==> config.mk <==
export PLATFORM = sky130hd
export DESIGN_NAME = bcrf_ctrl
export DESIGN_NICKNAME = d
export VERILOG_FILES = /design/src/rtl/bcrf_pkg.sv /design/src/rtl/bcrf_ctrl.sv
export SDC_FILE = /design/constraint.sdc
export NUM_CORES = 1
export LEC_CHECK = 0
export ABC_AREA = 1
export ABC_CLOCK_PERIOD_IN_PS = 1400
export BUFFER_PORTS_ARGS = -buffer_cell sky130_fd_sc_hd__buf_2
export CAP_MARGIN = 5
export CORE_AREA = 2 2 39 41
export DETAILED_ROUTE_END_ITERATION = 7
export DIE_AREA = 0 0 41 43
export PLACE_DENSITY = 0.49
export SLEW_MARGIN = 20
export SYNTH_ARGS = -nofsm -noshare
export SYNTH_HDL_FRONTEND = slang
export SYNTH_SLANG_ARGS = --single-unit
==> constraint.sdc <==
create_clock -name clk_i -period 1.4 [get_ports clk_i]
set_input_delay 0.21 -clock clk_i [delete_from_list [all_inputs] [get_ports clk_i]]
set_output_delay 0.21 -clock clk_i [all_outputs]
set_load 0.05 [all_outputs]
==> src/rtl/bcrf_pkg.sv <==
// Shared constants and controller/datapath command and status types for the region fill block.
`default_nettype none

package bcrf_pkg;

  localparam int unsigned ROW_W    = 64;
  localparam int unsigned ROWNUM_W = 6;
  localparam int unsigned CFG_W    = 7;
  localparam int unsigned PADDR_W  = 3;
  localparam int unsigned PDATA_W  = 32;

  localparam logic [CFG_W-1:0] COLS_RESET = 7'd64;

  // Register index codes, taken from paddr[2]
  localparam logic REG_COLS = 1'b0;

  typedef struct packed {
    logic load;
    logic flood_start;
    logic resweep;
    logic step;
    logic out_start;
    logic out_load;
    logic out_next;
    logic grid_done;
  } dp_cmd_t;

  typedef struct packed {
    logic last_row;
    logic changed;
    logic out_taken;
    logic out_last;
  } dp_stat_t;

endpackage

`default_nettype wire

==> src/rtl/bcrf_ctrl.sv <==
// Sequencer for row loading, flood sweeps and result readout.
`default_nettype none

module bcrf_ctrl (
  input  logic               clk_i,
  input  logic               rst_ni,
  input  logic               in_valid_i,
  input  logic               in_final_i,
  output logic               in_ready_o,
  input  bcrf_pkg::dp_stat_t stat_i,
  output bcrf_pkg::dp_cmd_t  cmd_o
);
  import bcrf_pkg::*;

  localparam logic [2:0] S_IDLE  = 3'd0;
  localparam logic [2:0] S_PRIME = 3'd1;
  localparam logic [2:0] S_SWEEP = 3'd2;
  localparam logic [2:0] S_CHECK = 3'd3;
  localparam logic [2:0] S_ORD   = 3'd4;
  localparam logic [2:0] S_OLD   = 3'd5;
  localparam logic [2:0] S_OWAIT = 3'd6;

  logic [2:0] state_q, state_d;

  assign in_ready_o = (state_q == S_IDLE);

  always_comb begin
    cmd_o   = '0;
    state_d = state_q;
    unique case (state_q)
      S_IDLE: begin
        if (in_valid_i) begin
          cmd_o.load = 1'b1;
          if (in_final_i) begin
            cmd_o.flood_start = 1'b1;
            state_d           = S_PRIME;
          end
        end
      end
      S_PRIME: begin
        state_d = S_SWEEP;
      end
      S_SWEEP: begin
        cmd_o.step = 1'b1;
        if (stat_i.last_row) begin
          state_d = S_CHECK;
        end
      end
      S_CHECK: begin
        // repeat the sweep until a whole pass leaves the reach rows unchanged
        if (stat_i.changed) begin
          cmd_o.resweep = 1'b1;
          state_d       = S_PRIME;
        end else begin
          cmd_o.out_start = 1'b1;
          state_d         = S_ORD;
        end
      end
      S_ORD: begin
        state_d = S_OLD;
      end
      S_OLD: begin
        cmd_o.out_load = 1'b1;
        state_d        = S_OWAIT;
      end
      S_OWAIT: begin
        if (stat_i.out_taken) begin
          if (stat_i.out_last) begin
            cmd_o.grid_done = 1'b1;
            state_d         = S_IDLE;
          end else begin
            cmd_o.out_next = 1'b1;
            state_d        = S_ORD;
          end
        end
      end
      default: begin
        state_d = S_IDLE;
      end
    endcase
  end

  always_ff @(posedge clk_i or negedge rst_ni) begin
    if (!rst_ni) begin
      state_q <= S_IDLE;
    end else begin
      state_q <= state_d;
    end
  end

  a_taken_in_wait: assert property (@(posedge clk_i) disable iff (!rst_ni)
    stat_i.out_taken |-> (state_q == S_OWAIT))
    else $error("output beat taken outside the wait state");

  a_idle_after_last: assert property (@(posedge clk_i) disable iff (!rst_ni)
    $rose(in_ready_o) |-> $past(stat_i.out_taken && stat_i.out_last))
    else $error("returned to idle before the last row was delivered");

endmodule

`default_nettype wire

==> run summary, run 1 <==
outcome: complete, no violations
vias per inst: 4.24
Seq pwr share: 18.0%
FF+latch count, synth: 3
Max Freq: 716 MHz
Cell Area, Synth: 277 um^2
Mapped Nets: 53
Worst-path clk slew: 0.04 ns
GRT Total Usage: 10.1%
most common cell after layout, fill and taps aside: inv_1
post-synth cell types: 17
Total Power: 1.24 mW
VDD IR max: 1.09 mV
Port Buffers: 16
I/O pin total: 17
number of CTS-inserted buffers: 3
Non-Filler Instances: 86
RSZ-0062 raised after global routing: true
CTS sink count: 3
CTS root buf: clkbuf_4
worst stage delay on the critical path: 0.45 ns
minimum clock period: 1.40 ns
clock share of power: 12.1%
worst hold-check path type: in -> reg
power per cell area: 2340 nW/um^2
worst path cell trace: inv_1, nand3_1, nor2_2, buf_6
Buf/Inv on CP: 2
first-pass GRT wire length: 1200 um
final net count: 79
final hold vios: 0
Core Region: 1380 um^2
CTS tree: yes
P_int: 0.579 mW
mean post-synth cell area: 6.14 um^2
via count: 365
Pins Over Slew Limit: 0
leading cell types in the layout, fill and taps excluded: 9 x inv_1, 8 x buf_2, 7 x nand2_1, 7 x buf_6, 6 x nor2_2
dpl cell area: 399 um^2
LEAKAGE: 0.281 nW
biggest regs: state_q x3
ant diodes: 0
Layout area overhead: 92.3%
initial antenna violation count: 0
initial core utilization: 20.0%
DIE AREA: 1760 um^2
max-cap violation count: 0
Final Cell Area: 532 um^2
sequential-to-total area share from yosys stat: 27.1%
largest net degree at the start of global routing: 8
Clk Latency, worst-skew pair: 0.23 ns
Worst Path Required: 1.19 ns
gpl congestion: 0.673
most flop-heavy register: state_q
CP Capture Type: primary output
Crit-path slowest cell: dfrtp_2
Fin Clk Skew: 0.00108 ns
WL final: 748 um
layout cells sized above 1: 61.4%
max reg flops: 3
detailed placement HPWL: 572 um
Final Util: 38.4%
critical path type: reg -> out
Logic pwr share: 69.8%
CTS H-Tree Depth: 1
critical-path maximum fanout: 5
Setup Viol. Count Final: 0
switching portion of total power: 53.4%
DRC viols: 0
CP startpoint kind: register
final worst-path cycle share: 99.8%
placed insts: 78
Clock Path Buffers: 2
critical path arrival: 1.19 ns
die height: 43 um
DR pass1 iterations: 2
Sw Pwr: 0.663 mW
GRT overflow: 0
relative slew slack: 83.6%
post-route ant nets: 0
vias in the first global route: 328
top cell family by delay on the critical path: flip-flops
die width: 41 um
row count: 14
DR WL/cell: 8.70 um
YS warnings: 0
Worst-Margin Slew: 0.248 ns
DR iter-0 viols: 4
Post-Syn Instances: 45
## kinds of logic after synthesis
logic type / synth area share [%]
DFF: 27.1
and+or+nand+nor: 48.4
buffers and inverters: 16.3
AOI/OAI and AO/OA: 8.14
## per-stage QoR
step	worst slack [ns]	setup TNS (ns)	hold WS (ns)
detailed placement	0.0835	0	0.00888
global placement	0.0868	0	0.00784
CTS	-0.00906	-0.0109	0.269
finish	0.00278	0	0.275
global route	-0.0743	-0.325	0.289
floorplan	-0.186	-0.627	-0.0856
## synthesized netlist by cell type
master | instances | area share, %
nor2_1 | 7 | 9.5
a21boi_2 | 1 | 4.1
clkinv_1 | 1 | 1.4
nand4_1 | 1 | 2.3
inv_1 | 9 | 12
nor2_4 | 1 | 4.1
o22ai_1 | 1 | 2.3
and2_1 | 1 | 2.3
dfrtp_1 | 3 | 27
nand3_1 | 3 | 5.4
nand3_2 | 1 | 3.6
nor3_1 | 2 | 3.6
nand2_1 | 8 | 11
a21oi_1 | 1 | 1.8
inv_2 | 2 | 2.7
nand2_2 | 2 | 4.5
nor2_2 | 1 | 2.3
## power groups by stage
stage	sequential [mW]	combinational, mW	clock, mW
6_report	0.224	0.867	0.151
2_1_floorplan	0.188	0.531	0
3_3_place_gp	0.202	0.667	0
4_1_cts	0.220	0.823	0.160
3_5_place_dp	0.203	0.669	0
5_1_grt	0.231	0.942	0.167
## what timing repair did
action,CTS,global route
pin swaps,2,1
gates resized for setup,18,7
buffers inserted,3,0
hold buffers,1,0
endpoints found under the setup margin,8,7
endpoints found under the hold margin,3,0
## path summary, 6_finish.rpt
path                                  from    endpoint  slack [ns]  depth (start not counted)
worst max-delay path            state_q[2]    cmd_o[5]       0.003                          4
worst min-delay path             stat_i[1]  state_q[1]        0.27                          4
worst max register to register  state_q[2]  state_q[0]        0.25                          6
worst min register to register  state_q[2]  state_q[2]        0.71                          4
max in group asynchronous           rst_ni  state_q[2]        0.98                          2
min in group asynchronous           rst_ni  state_q[0]        0.30                          2
## layer usage
layer	track usage (%)	wire length, um	part of all wire [%]
met1	9.97	272	36
met2	17.2	425	57
met3	3.14	50	6.7
met4	6.00	0	0
met5	0	0	0
## final cells by class
type                    instances  area (um^2)
repair buffers                 21          166
fillers                       153          852
clock buffers                   4         26.3
multi-input cells              30          195
inverters                      12         45.0
flip-flops and latches          3         78.8
well taps                      16         20.0
## worst reg2reg max path: cells and delay by family, from the launching register on
| family | cells | cell delay [ns] |
|---|---|---|
| flip-flops | 1 | 0.45 |
| buffers and inverters | 1 | 0.12 |
| AND/OR/NAND/NOR | 5 | 0.48 |
Power figures use the tool's default switching activity.
==> run 2: changes to the inputs <==
Settings changed: ABC_AREA 1 to unset, PLACE_DENSITY 0.49 to 0.46, SETUP_SLACK_MARGIN set to 0.2.
==> run 2 against run 1 <==
Effect of this change:
- the run now ends with negative setup slack left
- combinational power fell by 7.7%
- via count down 22%
- clock skew about the same
- fmax down 5.1%
- non-clock buffer count up 2
- die area stayed put
- sequential share of layout area rose by 0.25 points
- register-to-register slack improved by 0.03 ns
- critical path type unchanged
- clock power is essentially flat
- synthesized area shrank 12%
==> run summary, run 2 <==
outcome: finished with violations
failing checks: negative setup slack
vias per inst: 4.33
critical path type: reg -> out
DR iter-0 viols: 1
worst stage delay on the critical path: 0.42 ns
post-route ant nets: 0
ant diodes: 0
number of CTS-inserted buffers: 3
Layout area overhead: 114%
worst path cell trace: buf_6, nor3_4, and3_4, buf_8
CP Capture Type: primary output
max-cap violation count: 0
number of synthesized flops with an enable pin: 0
Worst-Margin Slew: 0.234 ns
Final Util: 37.8%
Post-Syn Instances: 24
dpl cell area: 374 um^2
initial core utilization: 17.6%
relative slew slack: 84.4%
LEAKAGE: 0.252 nW
gpl congestion: 0.625
DR top layer: met3
P_int: 0.620 mW
WL final: 726 um
met1 WL: 286 um
most frequent cell after synthesis: dfrtp_1
mean post-synth cell area: 10.2 um^2
share of the synthesized area in the top cell type: 30.8%
Setup TNS: -0.328 ns
FF+latch count, synth: 3
final hold vios: 0
Crit-path slowest cell: dfrtp_2
Core Region: 1380 um^2
Clock Path Buffers: 2
Worst-path clk slew: 0.04 ns
DIE AREA: 1760 um^2
I/O pin total: 17
YS warnings: 0
Max Freq: 679 MHz
Clk Latency, worst-skew pair: 0.23 ns
most flop-heavy register: state_q
vias in the first global route: 306
clock share of power: 13.1%
Seq pwr share: 17.8%
DRC viols: 0
max reg flops: 3
first-pass GRT wire length: 1210 um
row count: 14
commonest register cell after synthesis: dfrtp_1
via count: 286
CTS H-Tree Depth: 1
Sw Pwr: 0.538 mW
area leader, netlist: dfrtp_1
CTS root buf: clkbuf_4
worst hold-check path type: in -> reg
Fillers: 154
CP startpoint kind: register
die height: 43 um
top cell family by delay on the critical path: flip-flops
Setup Viol. Count Final: 7
largest net degree at the start of global routing: 9
layout cells sized above 1: 76.0%
final setup margin: -0.0728 ns
VDD IR max: 0.670 mV
CTS tree: yes
biggest regs: state_q x3
leading cell types in the layout, fill and taps excluded: 8 x buf_2, 6 x buf_6, 4 x buf_8, 4 x buf_4
minimum clock period: 1.47 ns
RSZ-0062 raised after global routing: true
critical-path maximum fanout: 4
Cell Area, Synth: 244 um^2
initial antenna violation count: 0
met2 WL post-DR: 395 um
Logic pwr share: 69.1%
synth cell count leaders: 3 x dfrtp_1, 2 x a21o_1, 2 x and2_1
Mapped Nets: 32
Final Cell Area: 523 um^2
sequential-to-total area share from yosys stat: 30.8%
DR WL/cell: 11.0 um
Buf/Inv on CP: 2
GRT overflow: 0
CTS sink count: 3
met3 wire length: 44 um
GRT Total Usage: 11.1%
switching portion of total power: 46.4%
Fin Clk Skew: 0.00150 ns
Worst Path Required: 1.19 ns
most common cell after layout, fill and taps aside: buf_2
top post-synthesis cells by area: dfrtp_1 31%, a21o_1 6.2%, nor2b_4 5.6%
Async SR Flop Fraction: 100%
power per cell area: 2210 nW/um^2
Pins Over Slew Limit: 0
die width: 41 um
DR pass1 iterations: 2
Port Buffers: 16
critical path arrival: 1.26 ns
post-synth cell types: 20
final net count: 59
final worst-path cycle share: 105%
==> run 2: changes by cell type after synthesis, moves of 2 or more <==
cell	previous run	this run
a21o_1	0	2
inv_1	9	0
inv_2	2	0
nand2_1	8	1
nand2_2	2	0
nand3_1	3	1
nor2_1	7	1
nor3_1	2	0
==> run 2: worst paths after layout <==
kind	from	slack, ns	to	cells past startpoint
worst max-delay path	state_q[1]	-0.07	cmd_o[6]	4
worst min-delay path	stat_i[3]	0.29	state_q[0]	3
worst max register to register	state_q[0]	0.28	state_q[2]	3
worst min register to register	state_q[1]	0.65	state_q[1]	2
max in group asynchronous	rst_ni	0.99	state_q[2]	2
min in group asynchronous	rst_ni	0.30	state_q[0]	2
==> run 2: metrics by stage <==
step                hold slack (ns)  setup WS [ns]  std cells  total power, mW
detailed placement          0.00721         0.0768         56            0.801
global route                  0.299         -0.136         66             1.23
finish                        0.290        -0.0728         66             1.16
CTS                           0.292        -0.0876         65             1.16
global placement            0.00751         0.0713         56            0.804
floorplan                   -0.0856         -0.141         24            0.695
==> run 2: final cells by class <==
type	count	area (um^2)	area share [%]
Multi-Input combinational cell	20	190	36.4
Timing Repair Buffer	23	208	39.7
Sequential cell	3	78.8	15.1
Clock buffer	4	26.3	5.02
Tap cell	16	20.0	3.83
==> run 2: timing repair <==
| action | in CTS | in global routing |
|---|---|---|
| hold buffers | 1 | 0 |
| buffers inserted | 4 | 1 |
| gates resized for setup | 26 | 0 |
| endpoints found under the setup margin | 9 | 9 |
| pin swaps | 4 | 1 |
| hold endpoints to repair | 3 | 0 |
==> run 2: cells by family (layout without fill, tap and decap cells) <==
family | count (synthesis) | count (layout) | synth area share, %
AOI/OAI and AO/OA | 5 | 5 | 14.9
buffers and inverters | 1 | 27 | 4.62
muxes | 1 | 1 | 4.10
and+or+nand+nor | 14 | 14 | 45.6
DFF | 3 | 3 | 30.8
==> run 2: tightest hold or removal path, delay by kind of cell <==
family | cells | cell delay, ns
muxes | 1 | 0.06
AOI/OAI and AO/OA | 1 | 0.13
buffers and inverters | 1 | 0.07
==> run 2: layer usage <==
metal | global-route usage, % | up-vias
met5 | 0 | -
met4 | 12.0 | 0
met3 | 3.66 | 0
met2 | 16.6 | 12
met1 | 10.4 | 130
li1 | - | 144
==> run 2: power by group through the flow <==
stage	Combinational, mW	Clock [mW]	Sequential (mW)
floorplan	0.513	0	0.182
global placement	0.577	0	0.227
detailed placement	0.572	0	0.228
CTS	0.784	0.161	0.211
global route	0.856	0.163	0.213
finish	0.800	0.152	0.206
